==> config.mk <==
export PLATFORM = sky130hd
export DESIGN_NAME = mf33_lane
export DESIGN_NICKNAME = d
export VERILOG_FILES = /design/src/hdl/mf33_pkg.sv /design/src/hdl/mf33_lane.sv
export SDC_FILE = /design/constraint.sdc
export NUM_CORES = 1
export LEC_CHECK = 0
export ABC_AREA = 1
export BUFFER_PORTS_ARGS = -buffer_cell sky130_fd_sc_hd__clkbuf_2
export CAP_MARGIN = 20
export CORE_MARGIN = 2
export CORE_UTILIZATION = 35
export CTS_BUF_LIST = sky130_fd_sc_hd__clkbuf_4
export DETAILED_ROUTE_END_ITERATION = 6
export GPL_TIMING_DRIVEN = 0
export SLEW_MARGIN = 10
export SYNTH_ARGS = -nofsm -noshare
export SYNTH_HDL_FRONTEND = slang
export SYNTH_SLANG_ARGS = --single-unit
==> constraint.sdc <==
create_clock -name clock -period 7.5 [get_ports clock]
set_input_delay 0.75 -clock clock [delete_from_list [all_inputs] [get_ports clock]]
set_output_delay 0.75 -clock clock [all_outputs]
set_load 0.02 [all_outputs]
==> src/hdl/mf33_pkg.sv <==
// ----------------------------------------------------------------------------
// mf33_pkg: shared types and constants of the 3x3 RGB median filter
// Field widths, register codes and reset values, the per-item descriptor
// that travels down the pipeline, and the stage-advance bundle for the lanes.
// ----------------------------------------------------------------------------
package mf33_pkg;

   localparam int PIX_W   = 8;
   localparam int RGB_W   = 3 * PIX_W;
   localparam int COORD_W = 12;
   localparam int CFG_W   = 13;
   localparam int LINE_W  = 2 * RGB_W;

   localparam logic [CFG_W-1:0] FRAME_WIDTH_RST  = 13'd640;
   localparam logic [CFG_W-1:0] FRAME_HEIGHT_RST = 13'd480;

   // register select, taken from paddr[2]
   localparam logic REG_FRAME_WIDTH  = 1'b0;
   localparam logic REG_FRAME_HEIGHT = 1'b1;

   typedef struct packed {
      logic               has_med;
      logic               border;
      logic [COORD_W-1:0] med_col;
      logic [COORD_W-1:0] med_row;
      logic [COORD_W-1:0] pix_col;
      logic [COORD_W-1:0] pix_row;
      logic [RGB_W-1:0]   pix;
   } item_info_type;

   typedef struct packed {
      logic s1_adv;
      logic s2_adv;
   } pipe_ctl_type;

endpackage

==> src/hdl/mf33_lane.sv <==
// ----------------------------------------------------------------------------
// mf33_lane: median datapath for one color channel
// Sorts each incoming column once, keeps the last three sorted columns as
// the window, then takes max of lows, median of mids and min of highs, and
// the median of those three.
// ----------------------------------------------------------------------------
module mf33_lane (
   input  logic                          clock,
   input  mf33_pkg::pipe_ctl_type        ctl,
   input  logic [mf33_pkg::PIX_W-1:0]    col_top,
   input  logic [mf33_pkg::PIX_W-1:0]    col_mid,
   input  logic [mf33_pkg::PIX_W-1:0]    col_bot,
   output logic [mf33_pkg::PIX_W-1:0]    median
);

   typedef logic [mf33_pkg::PIX_W-1:0] pix_type;

   typedef struct packed {
      pix_type lo;
      pix_type md;
      pix_type hi;
   } sorted_col_type;

   function automatic pix_type min3(pix_type a, pix_type b, pix_type c);
      pix_type m;
      m = (a < b) ? a : b;
      return (m < c) ? m : c;
   endfunction

   function automatic pix_type max3(pix_type a, pix_type b, pix_type c);
      pix_type m;
      m = (a > b) ? a : b;
      return (m > c) ? m : c;
   endfunction

   function automatic pix_type med3(pix_type a, pix_type b, pix_type c);
      pix_type lo;
      pix_type hi;
      pix_type t;
      lo = (a < b) ? a : b;
      hi = (a < b) ? b : a;
      t  = (hi < c) ? hi : c;
      return (lo > t) ? lo : t;
   endfunction

   sorted_col_type new_col;
   sorted_col_type win_ff [3];
   pix_type        lo_max_in, md_med_in, hi_min_in;
   pix_type        lo_max_ff, md_med_ff, hi_min_ff;

   always_comb begin
      new_col.lo = min3(col_top, col_mid, col_bot);
      new_col.md = med3(col_top, col_mid, col_bot);
      new_col.hi = max3(col_top, col_mid, col_bot);
   end

   // window: oldest column in slot 0, current column in slot 2
   always_ff @(posedge clock) begin
      if (ctl.s1_adv) begin
         win_ff[0] <= win_ff[1];
         win_ff[1] <= win_ff[2];
         win_ff[2] <= new_col;
      end
   end

   always_comb begin
      lo_max_in = max3(win_ff[0].lo, win_ff[1].lo, win_ff[2].lo);
      md_med_in = med3(win_ff[0].md, win_ff[1].md, win_ff[2].md);
      hi_min_in = min3(win_ff[0].hi, win_ff[1].hi, win_ff[2].hi);
   end

   always_ff @(posedge clock) begin
      if (ctl.s2_adv) begin
         lo_max_ff <= lo_max_in;
         md_med_ff <= md_med_in;
         hi_min_ff <= hi_min_in;
      end
   end

   assign median = med3(lo_max_ff, md_med_ff, hi_min_ff);

endmodule

==> metrics.txt <==
status=complete, no violations; Routed WL=16.0 mm; Sw Ratio=52.1%; WS Path Type=reg2out; Fin Clk Skew=0.0226 ns; Post-synth EDFFs=96; Clk pwr share=7.1%; Die ar.=22800 sq um; number of remaining DRC errors=0; CP Launch Type=register; Reg power frac=22.7%; vias in the first global route=5919; dpl cell area=8120 sq um; Design Power=3.71 mW; Fin Setup TNS=0 ns; first drt pass iteration count=5; sequential fraction of the synthesis area=38.1%; syn avg cell area=8.01 sq um; Syn. warnings=0; Worst-Skew Late Latency=0.45 ns; layout net count=1130; share of cells above drive strength 1=9.14%; max capacitance violation total=0; Via-to-Cell Ratio=4.76; Slew headroom=51.5%; RSZ-0062 raised after global routing=no; core outline area=21200 sq um; post-synthesis cell area=7570 sq um; # setup viols final=0; PostCTS Resize Cnt=0; Cell Int Power=1.77 mW; Worst Path Max Fanout=10; Pleak=4.12 nW; initial DRC count=388; Synth area leader=edfxtp_1; first-pass GRT wire length=27.5 mm; Final HPWL DP=13.3 mm; CTS tree=done; Gate power share=70.2%; pwr dens=449 nW/um^2; Worst Setup End Kind=output port; largest net degree at the start of global routing=56; commonest non-fill, non-tap cell in the layout=nand2_1; Clk pin slew, worst setup/hold paths=0.17 ns; ys async rst share=0%; die width=151 um; initial antenna violation count=1; most frequent cells in the layout=nand2_1 (270), inv_1 (135), ha_1 (112); Final Max Tran Viols=0; hold bufs inserted after CTS=0; GR Overflow Total=0; gpl congestion=0.870; synthesis-to-layout area growth=8.92%; postcts setup bufs=0; maximum VDD drop=0.000400 V; non-filler cells, final=1272; CP required=6.75 ns; top cells by area, synth=edfxtp_1 (38%), ha_1 (19%), nand2_1 (13%), inv_1 (6.7%), a21oi_1 (5.0%); IO Count=35; Tightest Pin Transition=0.721 ns; ys flop type=edfxtp_1; TritonCTS Sinks=96; DR vias=6059; Inst Count DP=1255; H-tree depth=3; Initial Util=35.8%; clk root buf=clkbuf_4; FF+latch count, synth=96; Avg WL per Cell=12.6 um; Psw=1.93 mW; Syn Nets=1084; TritonCTS buffer count=9; # rows=53; min Tclk post-route=5.84 ns; Min-Delay Path Class=reg2reg; finished layout cell area=8250 sq um; ANT nets after route=0; Total GRT Usage=15.0%; Yosys top cell area share=38.1%; CTS max path bufs=2; Worst EP arrival=5.09 ns; Unique masters post-synth=28; fin crit share=77.9%; chip height=151 um; PortBufs=34; Cells after Synth=945; final hold vios=0; Max Clock Freq=0.171 GHz
## state kept, by name (all words and copies together), names as in the netlist
register / flops
win_ff: 72
lo_max_ff: 8
md_med_ff: 8
hi_min_ff: 8
## cell type report
cell class                      count  area, sq um
Antenna cell                        1         2.50
Buffer                             14         82.6
Clock buffer                        9         67.6
Clock inverter                      7         61.3
Fill cell                        2151        12900
Inverter                          137          514
Multi-Input combinational cell    698         4090
Sequential cell                    96         2880
Tap cell                          275          344
Timing Repair Buffer               35          200
## final timing paths
kind,startpoint,to,slack [ns],cells past startpoint
min,win_ff[0][59],win_ff[0][35],0.45,0
max,lo_max_ff[7],median[0],1.66,24
max reg2reg,win_ff[0][11],md_med_ff[0],2.92,22
min reg2reg,win_ff[0][59],win_ff[0][35],0.45,0
## cell families (layout without fill, tap and decap cells)
| group | count (synthesis) | after routing | synth area share [%] |
|---|---|---|---|
| buffers and inverters | 151 | 202 | 7.88 |
| adder cells (fa/ha/maj) | 112 | 112 | 18.5 |
| flip-flops | 96 | 96 | 38.1 |
| other | 0 | 1 | 0 |
| AO/OA/AOI/OAI | 156 | 156 | 11.6 |
| AND/OR/NAND/NOR | 430 | 430 | 24.0 |
## worst max-delay path, stage by stage (launching register included)
cell,delay (ns)
edfxtp_1,0.52
ha_1,0.36
a21oi_1,0.17
o21a_1,0.17
nand2_2,0.07
buf_2,0.17
o21ai_0,0.29
ha_1,0.32
nand2_1,0.10
nor2_1,0.05
a211oi_2,0.56
nand2_4,0.15
nand2_1,0.11
nand2_1,0.06
ha_1,0.28
inv_1,0.04
nor2_1,0.07
nor2_1,0.05
o21ai_0,0.13
nand2_1,0.06
o211ai_1,0.08
nand2_1,0.24
or2_2,0.36
nand2_1,0.06
clkbuf_2,0.16
## cell usage after synthesis, drive strengths merged, types with 3 or more instances
cell type  instances
o21ai             61
nand3             75
a21oi             76
nor2              60
and2               6
buf               12
a211oi            10
o21a               3
edfxtp            96
ha               112
nand2            285
inv              137
## metrics by stage
stage	worst slack, ns	utilization [%]	hold WS (ns)
finish	1.66	39.0	0.453
global route	1.11	39.0	0.455
CTS	1.56	39.0	0.451
detailed placement	2.05	38.4	0.433
global placement	2.13	38.2	0.430
floorplan	2.89	-	0.426
## per-layer routing
| metal | share of wire, % | vias up | GRT usage [%] |
|---|---|---|---|
| met5 | 0 | - | 0 |
| met4 | 1.7 | 0 | 4.25 |
| met3 | 3.8 | 18 | 2.08 |
| met2 | 46 | 106 | 26.1 |
| met1 | 48 | 2672 | 19.6 |
| li1 | - | 3263 | - |
## power by group through the flow
stage | Sequential (mW) | Clock [mW] | Combinational [mW]
3_3_place_gp | 0.850 | 0 | 2.59
2_1_floorplan | 0.825 | 0 | 2.00
3_5_place_dp | 0.857 | 0 | 2.62
5_1_grt | 0.856 | 0.298 | 3.05
4_1_cts | 0.844 | 0.280 | 2.64
6_report | 0.840 | 0.264 | 2.60
(Power assumes the default switching activity.)
