File: config.mk
export PLATFORM = sky130hd
export DESIGN_NAME = mf33_merge
export DESIGN_NICKNAME = d
export VERILOG_FILES = /design/src/hdl/mf33_pkg.sv /design/src/hdl/mf33_merge.sv
export SDC_FILE = /design/constraint.sdc
export NUM_CORES = 1
export LEC_CHECK = 0
export ABC_AREA = 1
export BUFFER_PORTS_ARGS = -buffer_cell sky130_fd_sc_hd__clkbuf_2
export CAP_MARGIN = 10
export CORE_MARGIN = 10
export CORE_UTILIZATION = 45
export DETAILED_ROUTE_END_ITERATION = 6
export HOLD_SLACK_MARGIN = 0.06
export PLACE_DENSITY = 0.76
export SYNTH_ARGS = -nofsm -noshare
export SYNTH_HDL_FRONTEND = slang
export SYNTH_SLANG_ARGS = --single-unit
File: constraint.sdc
create_clock -name clock -period 2.7 [get_ports clock]
set_input_delay 0.54 -clock clock [delete_from_list [all_inputs] [get_ports clock]]
set_output_delay 0.54 -clock clock [all_outputs]
set_load 0.05 [all_outputs]
File: src/hdl/mf33_pkg.sv
// ----------------------------------------------------------------------------
// mf33_pkg: shared types and constants of the 3x3 RGB median filter
// Field widths, register codes and reset values, the per-item descriptor
// that travels down the pipeline, and the stage-advance bundle for the lanes.
// ----------------------------------------------------------------------------
package mf33_pkg;

   localparam int PIX_W   = 8;
   localparam int RGB_W   = 3 * PIX_W;
   localparam int COORD_W = 12;
   localparam int CFG_W   = 13;
   localparam int LINE_W  = 2 * RGB_W;

   localparam logic [CFG_W-1:0] FRAME_WIDTH_RST  = 13'd640;
   localparam logic [CFG_W-1:0] FRAME_HEIGHT_RST = 13'd480;

   // register select, taken from paddr[2]
   localparam logic REG_FRAME_WIDTH  = 1'b0;
   localparam logic REG_FRAME_HEIGHT = 1'b1;

   typedef struct packed {
      logic               has_med;
      logic               border;
      logic [COORD_W-1:0] med_col;
      logic [COORD_W-1:0] med_row;
      logic [COORD_W-1:0] pix_col;
      logic [COORD_W-1:0] pix_row;
      logic [RGB_W-1:0]   pix;
   } item_info_type;

   typedef struct packed {
      logic s1_adv;
      logic s2_adv;
   } pipe_ctl_type;

endpackage

File: src/hdl/mf33_merge.sv
// ----------------------------------------------------------------------------
// mf33_merge: result stage
// Joins the three lane medians with the item descriptor and hands out up to
// two results per item (median of the upper-left neighbor, then the border
// copy) through the output register.
// ----------------------------------------------------------------------------
module mf33_merge (
   input  logic                             clock,
   input  logic                             reset,
   input  logic                             in_valid,
   input  mf33_pkg::item_info_type          in_info,
   input  logic [mf33_pkg::RGB_W-1:0]       med_rgb,
   output logic                             take,
   output logic                             rsp_valid,
   input  logic                             rsp_ready,
   output logic [mf33_pkg::COORD_W-1:0]     rsp_out_col,
   output logic [mf33_pkg::COORD_W-1:0]     rsp_out_row,
   output logic [mf33_pkg::PIX_W-1:0]       rsp_out_red,
   output logic [mf33_pkg::PIX_W-1:0]       rsp_out_green,
   output logic [mf33_pkg::PIX_W-1:0]       rsp_out_blue,
   output logic                             rsp_out_last
);

   localparam int PW = mf33_pkg::PIX_W;

   mf33_pkg::item_info_type     s3_info_ff;
   logic                        s3_valid_ff;
   logic                        s3_med_pend_ff, s3_med_pend_in;
   logic                        s3_done;
   logic                        load;
   logic                        out_free;

   logic                        emit_valid;
   logic [mf33_pkg::COORD_W-1:0] emit_col, emit_row;
   logic [mf33_pkg::RGB_W-1:0]   emit_rgb;
   logic                        emit_last;

   logic                        rsp_valid_ff;
   logic [mf33_pkg::COORD_W-1:0] rsp_col_ff, rsp_row_ff;
   logic [mf33_pkg::RGB_W-1:0]   rsp_rgb_ff;
   logic                        rsp_last_ff;

   assign out_free = !rsp_valid_ff || rsp_ready;

   always_comb begin
      emit_valid     = 1'b0;
      emit_col       = s3_info_ff.pix_col;
      emit_row       = s3_info_ff.pix_row;
      emit_rgb       = s3_info_ff.pix;
      emit_last      = 1'b1;
      s3_done        = 1'b0;
      s3_med_pend_in = s3_med_pend_ff;
      if (s3_valid_ff) begin
         if (s3_med_pend_ff) begin
            emit_valid = 1'b1;
            emit_col   = s3_info_ff.med_col;
            emit_row   = s3_info_ff.med_row;
            emit_rgb   = med_rgb;
            emit_last  = !s3_info_ff.border;
            if (out_free) begin
               s3_med_pend_in = 1'b0;
            end
            // hold the item for its border copy
            s3_done = out_free && !s3_info_ff.border;
         end else if (s3_info_ff.border) begin
            emit_valid = 1'b1;
            s3_done    = out_free;
         end else begin
            s3_done = 1'b1;
         end
      end
   end

   assign take = !s3_valid_ff || s3_done;
   assign load = in_valid && take;

   always_ff @(posedge clock) begin
      if (reset) begin
         s3_valid_ff    <= 1'b0;
         s3_med_pend_ff <= 1'b0;
      end else if (load) begin
         s3_valid_ff    <= 1'b1;
         s3_med_pend_ff <= in_info.has_med;
      end else if (s3_done) begin
         s3_valid_ff    <= 1'b0;
         s3_med_pend_ff <= 1'b0;
      end else begin
         s3_med_pend_ff <= s3_med_pend_in;
      end
   end

   always_ff @(posedge clock) begin
      if (load) begin
         s3_info_ff <= in_info;
      end
   end

   always_ff @(posedge clock) begin
      if (reset) begin
         rsp_valid_ff <= 1'b0;
      end else if (out_free) begin
         rsp_valid_ff <= emit_valid;
      end
   end

   always_ff @(posedge clock) begin
      if (out_free && emit_valid) begin
         rsp_col_ff  <= emit_col;
         rsp_row_ff  <= emit_row;
         rsp_rgb_ff  <= emit_rgb;
         rsp_last_ff <= emit_last;
      end
   end

   assign rsp_valid     = rsp_valid_ff;
   assign rsp_out_col   = rsp_col_ff;
   assign rsp_out_row   = rsp_row_ff;
   assign rsp_out_red   = rsp_rgb_ff[2*PW +: PW];
   assign rsp_out_green = rsp_rgb_ff[PW +: PW];
   assign rsp_out_blue  = rsp_rgb_ff[0 +: PW];
   assign rsp_out_last  = rsp_last_ff;

   // an item with both results must stay for its border copy
   a_border_after_median: assert property (@(posedge clock) disable iff (reset)
      s3_valid_ff && s3_med_pend_ff && s3_info_ff.border && out_free
      |=> s3_valid_ff && !s3_med_pend_ff)
      else $error("item left before its border copy was sent");

endmodule

==> results.md, run 1 <==
* Status: finished, final reports clean
* Mapped Cells at 304
* Core Area at 9684 µm²
* Ys async rst share at 0%
* Largest net degree at the start of global routing at 74
* P&R area growth vs syn at 33.66%
* Worst-path fanout max at 24
* Setup crit end kind: output port
* Clock buffer depth at 2
* Max-slew violations at 0
* Overall routed net length at 9163 µm
* Routability cong. at 0.7212
* Root Driver: clkbuf_8
* Die Wd at 119.2 µm
* Top_reg_cell synth: edfxtp_1
* Leakage power at 0.002597 µW
* Post-cts resize count at 0
* Yosys warning count at 0
* Synth top cells by count: nand2_1 (155), edfxtp_1 (122), inv_1 (6)
* Hold/Removal Path Class: in -> reg
* Post-synth cell types at 14
* Area of placed instances at 5348 µm²
* Synth Cell Area at 4430 µm²
* Slack of the worst reg-to-reg path at 800 ps
* Endpoint with the worst hold slack: s3_info_ff[68]$_DFFE_PP_
* Htree depth at 4
* FF-to-FF End: s3_info_ff[46]$_DFFE_PP_
* Ratio of cells with drive above 1 in the final layout at 39.50%
* Post-CTS setup buffers at 0
* Worst Hold Launch: in_info[68]
* Hold Slack at 212.8 ps
* Fill cells at 763
* Die area at 14210 µm²
* Most used cell, CP: nand2_2
* Worst EP required at 2160 ps
* Sequential share of the synthesized area at 84.04%
* Hold Vio Cnt, Final at 0
* Tmin final at 2284 ps
* Setup TNS at 0 ps
* Hold Path Depth at 1
* PortBufs at 152
* CTS buffer count at 17
* Post-synth top area cell: edfxtp_1
* Core Util, Final at 61.15%
* Global-route wire length before repair at 14430 µm
* Synth top area share at 82.69%
* Final Cycle Share at 84.60%
* Finished Cell Area at 5922 µm²
* DRC at 0
* Seq cells post-synth at 125
* Reg2reg path depth at 6
* Number of vias after detailed routing at 2730
* Wirelength per Cell at 14.90 µm
* Vias per cell at 4.439
* Grt ovf at 0
* DP HPWL at 6534 µm
* Synthesized Nets at 406
* Post-Syn Area per Cell at 14.57 µm²
* Die H at 119.2 µm
* PD cells at 812.3 nW/µm²
* Critical path, cell by cell: nand2_2 > nand2_1 > nand2_2 > clkbuf_2
* Slowest stage cell on the critical path: nand2_2
* # hold bufs at CTS at 0
* All-Layer GR Usage at 12.95%
* CTS tree: yes
* Worst slack at placement at 797.0 ps
* Row count at 36
* Maximum clock rate at 0.4378 GHz
* Sink Count at 125
* CP Data Arrival Time at 1740 ps
* Worst reg2reg startpoint: s3_med_pend_ff$_SDFFE_PP0P_
* Crit start category: register
* Critical Setup Path Class: reg -> out
* Final ANT Viol Nets at 0
* Clk_lat worst skew at 500 ps
* Final #Nets at 570
* Worst Tran Pin Value at 816.3 ps
* Max-Cap Viols at 0
* Most common cell in the netlist: nand2_1
* Reg clk slew, reported paths at 60 ps
* Fin worst setup slack at 415.8 ps
* Max transition margin at 45.50%
* Io pins at 153
* DR pass1 iterations at 4
* RSZ-0062 raised after global routing: no
* Critical path's largest stage delay at 350 ps
* Detailed Route Iter0 Violations at 133
* Peak supply drop at 0.0004680 V
* Post-synth EDFFs at 122
* Worst Skew at 13.85 ps
* Initial core utilization at 45.75%
* Vias in the first global route at 2988
* Initial antenna violation count at 1
* Ranking of synthesized cells by area: edfxtp_1 (83%), nand2_1 (13%), dfxtp_1 (1.4%)
* # setup viols final at 0
flip-flops by register name, summed over array words and instances (netlist names):
name and cells:
s3_info_ff 73, rsp_out_last 1, rsp_rgb_ff 24, rsp_valid 1
s3_valid_ff 1, s3_med_pend_ff 1, rsp_out_col 12, rsp_out_row 12
cells in the final DEF, fill, tap and decap left out, drive strengths merged, types with 2 or more instances in the layout:
cell type  count
clkbuf       172
nand2        157
edfxtp       122
clkinv         6
inv            6
clkinvlp       4
bufinv         3
buf            3
dfxtp          3
a21oi          2
cells by family (layout without fill, tap and decap cells):
| family | count (synthesis) | in the layout | share of synthesized area, % |
|---|---|---|---|
| AOI/OAI and AO/OA | 3 | 3 | 0.3388 |
| other | 0 | 1 | 0 |
| and+or+nand+nor | 159 | 159 | 13.61 |
| buffers and inverters | 17 | 194 | 2.005 |
| DFF | 125 | 125 | 84.04 |
worst max path at each step:
stage	startpoint	to	slack, ps
global route	s3_med_pend_ff$_SDFFE_PP0P_	take	310
finish	s3_med_pend_ff$_SDFFE_PP0P_	take	420
global placement	s3_valid_ff$_SDFFE_PP0P_	rsp_out_col[5]$_DFFE_PP_	870
floorplan	rsp_ready	s3_info_ff[0]$_DFFE_PP_	110
detailed placement	s3_valid_ff$_SDFFE_PP0P_	s3_info_ff[56]$_DFFE_PP_	800
CTS	s3_med_pend_ff$_SDFFE_PP0P_	take	370
critical path: cells and delay by family (launching register included):
family,cells,cell delay [ps]
buffers and inverters,1,290
and+or+nand+nor,3,630
DFF,1,330
layer usage:
layer / global-route usage [%] / vias to the layer above / wire, µm
met1: 14.38 / 1250 / 3872
met3: 6.188 / 4 / 727
li1: - / 1369 / -
met5: 0 / - / 0
met4: 4.656 / 0 / 46
met2: 21.30 / 107 / 4516
power by group:
part           switching [µW]  internal (µW)  total (µW)
clock network             759           1400        2160
logic                     254            109         362
registers                29.4           2260        2290
cell type report:
cell class | count | area (µm²) | area share (%)
flip-flops and latches | 125 | 3725 | 62.90
repair buffers | 155 | 808.3 | 13.65
multi-input cells | 162 | 618.1 | 10.44
clock buffers | 20 | 425.4 | 7.184
well taps | 133 | 166.4 | 2.810
clock inverters | 12 | 146.4 | 2.472
inverters | 7 | 30.03 | 0.5071
diodes | 1 | 2.502 | 0.04226
through the flow:
| step | instances | total power (µW) |
|---|---|---|
| floorplan | 304 | 2553 |
| global placement | 582 | 2689 |
| detailed placement | 582 | 2701 |
| CTS | 614 | 4867 |
| global route | 614 | 4994 |
| finish | 615 | 4811 |
No activity file was read; power rests on OpenSTA's default activity.
==> inputs of run 2 (changes only) <==
Settings changed: ABC_AREA 1 to 0.
Clock period 2.7 ns to 2 ns, I/O delays scaled along.
==> run 2 against run 1 <==
Net effect:
- combinational power up 62%
- critical path depth unchanged
- via count is 1.9% lower
- synthesized cell count down 35%
- synthesized area rose by 1.5%
- critical endpoint unchanged
- setup slack got worse by 350 ps
- core utilization is 8.2 points higher
- clock-buffer cell count decreased by 2
==> results.md, run 2 <==
* Setup TNS at 0 ps (unchanged)
* DRC at 0 (unchanged)
* DP HPWL at 6668 µm (was 6534 µm)
* All-Layer GR Usage at 14.68% (was 12.95%)
* FF+latch area at 3729 µm² (was 3725 µm²)
* Fin worst setup slack at 69.61 ps (was 415.8 ps)
* Worst-path fanout max at 5 (was 24)
* Crit start category: register (unchanged)
* Wirelength per Cell at 17.56 µm (was 14.90 µm)
* Vias per cell at 4.541 (was 4.439)
* Global-route wire length before repair at 16070 µm (was 14430 µm)
* Final ANT Viol Nets at 0 (unchanged)
* Core Area at 9774 µm² (was 9684 µm²)
* Synth Cell Area at 4497 µm² (was 4430 µm²)
* Critical Setup Path Class: reg -> out (unchanged)
* Slowest stage cell on the critical path: edfxtp_1 (was nand2_2)
* Worst EP required at 1600 ps (was 2160 ps)
* Ys async rst share at 0% (unchanged)
* Overall routed net length at 10360 µm (was 9163 µm)
* Number of vias after detailed routing at 2679 (was 2730)
* Max-slew violations at 0 (unchanged)
* PD cells at 952.3 nW/µm² (was 812.3 nW/µm²)
* Row count at 36 (unchanged)
* Worst Tran Pin Value at 381.3 ps (was 816.3 ps)
* Reg clk slew, reported paths at 50 ps (was 60 ps)
* Root Driver: clkbuf_8 (unchanged)
* Critical path, cell by cell: nor2_1 > o21ai_2 > nand2_1 > clkbuf_4 (was nand2_2 > nand2_1 > nand2_2 > clkbuf_2)
* Largest register FFs at 73 (unchanged)
* Vias in the first global route at 3034 (was 2988)
* # setup viols final at 0 (unchanged)
* CTS buffer count at 17 (unchanged)
* Placed insts at 483 (was 582)
* Worst Skew at 6.928 ps (was 13.85 ps)
* Hold Vio Cnt, Final at 0 (unchanged)
* Htree depth at 4 (unchanged)
* Sequential share of the synthesized area at 82.80% (was 84.04%)
* Finished Layout Cells at 590 (was 615)
* Peak supply drop at 0.0004891 V (was 0.0004680 V)
* Top_reg_cell synth: edfxtp_1 (unchanged)
* Seq cells post-synth at 125 (unchanged)
* Mapped Cells at 197 (was 304)
* Worst slack at placement at 397.5 ps (was 797.0 ps)
* Clock buffer depth at 2 (unchanged)
* Hold Slack at 94.45 ps (was 212.8 ps)
* Die Wd at 120.0 µm (was 119.2 µm)
* Top delay family on crit path: flip-flops (was simple AND/OR/NAND/NOR gates)
* Synth top cells by count: edfxtp_1 (122), mux2_2 (28), mux2_4 (20) (was nand2_1 (155), edfxtp_1 (122), inv_1 (6))
* Final Cycle Share at 96.52%
* Ranking of synthesized cells by area: edfxtp_1 (81%), mux2_2 (7.0%), mux2_4 (6.7%) (was edfxtp_1 (83%), nand2_1 (13%), dfxtp_1 (1.4%))
* Synthesized Nets at 299 (was 406)
* Fill cells at 625 (was 763)
* Grt ovf at 0 (unchanged)
* Detailed Route Iter0 Violations at 152 (was 133)
* Commonest non-fill, non-tap cells in the layout: clkbuf_2 (151), edfxtp_1 (122), dlygate4sd3_1 (72), mux2_2 (28), mux2_4 (20) (was nand2_1 (155), clkbuf_2 (152), edfxtp_1 (122), clkbuf_16 (16), clkinv_2 (5))
* Most common cell in the netlist: edfxtp_1 (was nand2_1)
* Top reg by flops: s3_info_ff (unchanged)
* Slack of the worst reg-to-reg path at 440 ps (was 800 ps)
* Sink Count at 125 (unchanged)
* Status: finished, final reports clean (unchanged)
* DR pass1 iterations at 4 (unchanged)
* Die H at 120.0 µm (was 119.2 µm)
* Yosys warning count at 0 (unchanged)
* PortBufs at 152 (unchanged)
* Max transition margin at 74.58% (was 45.50%)
* Synth top area share at 81.47% (was 82.69%)
* CTS tree: yes (unchanged)
* Initial antenna violation count at 1 (unchanged)
* Maximum clock rate at 0.5180 GHz
* Routability cong. at 0.7835 (was 0.7212)
* Setup crit end kind: output port (unchanged)
* Post-synth cell types at 21 (was 14)
* Post-synth top area cell: edfxtp_1 (unchanged)
* Tmin final at 1930 ps
* Max-Cap Viols at 0 (unchanged)
* Initial core utilization at 46.01% (was 45.75%)
* P&R area growth vs syn at 50.72% (was 33.66%)
* Clk_lat worst skew at 510 ps (was 500 ps)
* Hold/Removal Path Class: in -> reg (unchanged)
* Worst path bufs/invs at 1 (unchanged)
* CP Data Arrival Time at 1530 ps (was 1740 ps)
* Most common cell after layout, fill and taps aside: clkbuf_2 (was nand2_1)
* Leakage power at 0.002786 µW (was 0.002597 µW)
* Ratio of cells with drive above 1 in the final layout at 53.51% (was 39.50%)
* Post-synth EDFFs at 122 (unchanged)
* Final #Nets at 545 (was 570)
* Die area at 14390 µm² (was 14210 µm²)
* Io pins at 153 (unchanged)
* Multi-input combinational cell area at 749.5 µm² (was 618.1 µm²)
* Largest net degree at the start of global routing at 39 (was 74)
* Biggest regs: s3_info_ff x73, rsp_rgb_ff x24 (unchanged)
* Critical path's largest stage delay at 450 ps (was 350 ps)
* Post-Syn Area per Cell at 22.83 µm² (was 14.57 µm²)
run 2: worst paths after layout:
check	cells past startpoint	end	start
setup / recovery	4	take	s3_info_ff[72]$_DFFE_PP_
hold / removal	2	rsp_valid$_SDFFE_PP0P_	reset
setup reg to reg	3	rsp_rgb_ff[13]$_DFFE_PP_	s3_valid_ff$_SDFFE_PP0P_
hold reg to reg	2	rsp_valid$_SDFFE_PP0P_	rsp_valid$_SDFFE_PP0P_
run 2: final cells by class:
type,instances,share of cell area [%]
Clock buffer,18,6.166
Antenna cell,1,0.03692
Multi-Input combinational cell,66,11.06
Tap cell,133,2.455
Sequential cell,125,55.01
Timing Repair Buffer,232,23.33
Inverter,1,0.05538
Clock inverter,14,1.883
run 2: logic make-up (layout without fill, tap and decap cells):
kind of cell / count (synthesis) / count (layout) / share of synthesized area (%)
simple gates: 9 / 9 / 1.141
compound gates: 8 / 8 / 1.085
flops: 125 / 125 / 82.80
mux: 49 / 49 / 13.91
buf+inv: 6 / 265 / 1.057
other cells: 0 / 1 / 0
run 2: repair_timing:
item	CTS	global route
gates resized for setup	2	0
pin swaps	0	0
setup buffers	0	2
endpoints found under the hold margin	71	1
hold buffers	71	1
setup endpoints to repair	1	1
run 2: worst reg2reg max path, delay by kind of cell, from the launching register on:
| kind | cells | cell delay, ps |
|---|---|---|
| compound gates | 1 | 130 |
| flops | 1 | 500 |
| buf+inv | 1 | 340 |
| simple gates | 1 | 240 |
run 2: per-layer routing:
layer,vias to the layer above,GRT usage [%],share of wire (%)
met5,-,0,0
met4,0,6.033,1.6
met3,15,8.017,9.4
met2,113,24.90,52
met1,1267,14.74,37
li1,1284,-,-
run 2: where the power goes:
| group | total [µW] | switching, µW | internal (µW) |
|---|---|---|---|
| logic | 586 | 304 | 282 |
| clock network | 2780 | 1040 | 1740 |
| registers | 3090 | 44.1 | 3040 |
| total | 6450 | 1390 | 5060 |
run 2: per-stage QoR:
| step | utilization, % | power, µW | cell area [µm²] |
|---|---|---|---|
| after global routing | 69.34 | 6718 | 6778 |
| after CTS | 69.06 | 6507 | 6750 |
| final | 69.34 | 6455 | 6778 |
| after detailed placement | 56.17 | 3608 | 5490 |
| after floorplan | - | 3415 | 4524 |
| after global placement | 56.17 | 3590 | 5490 |
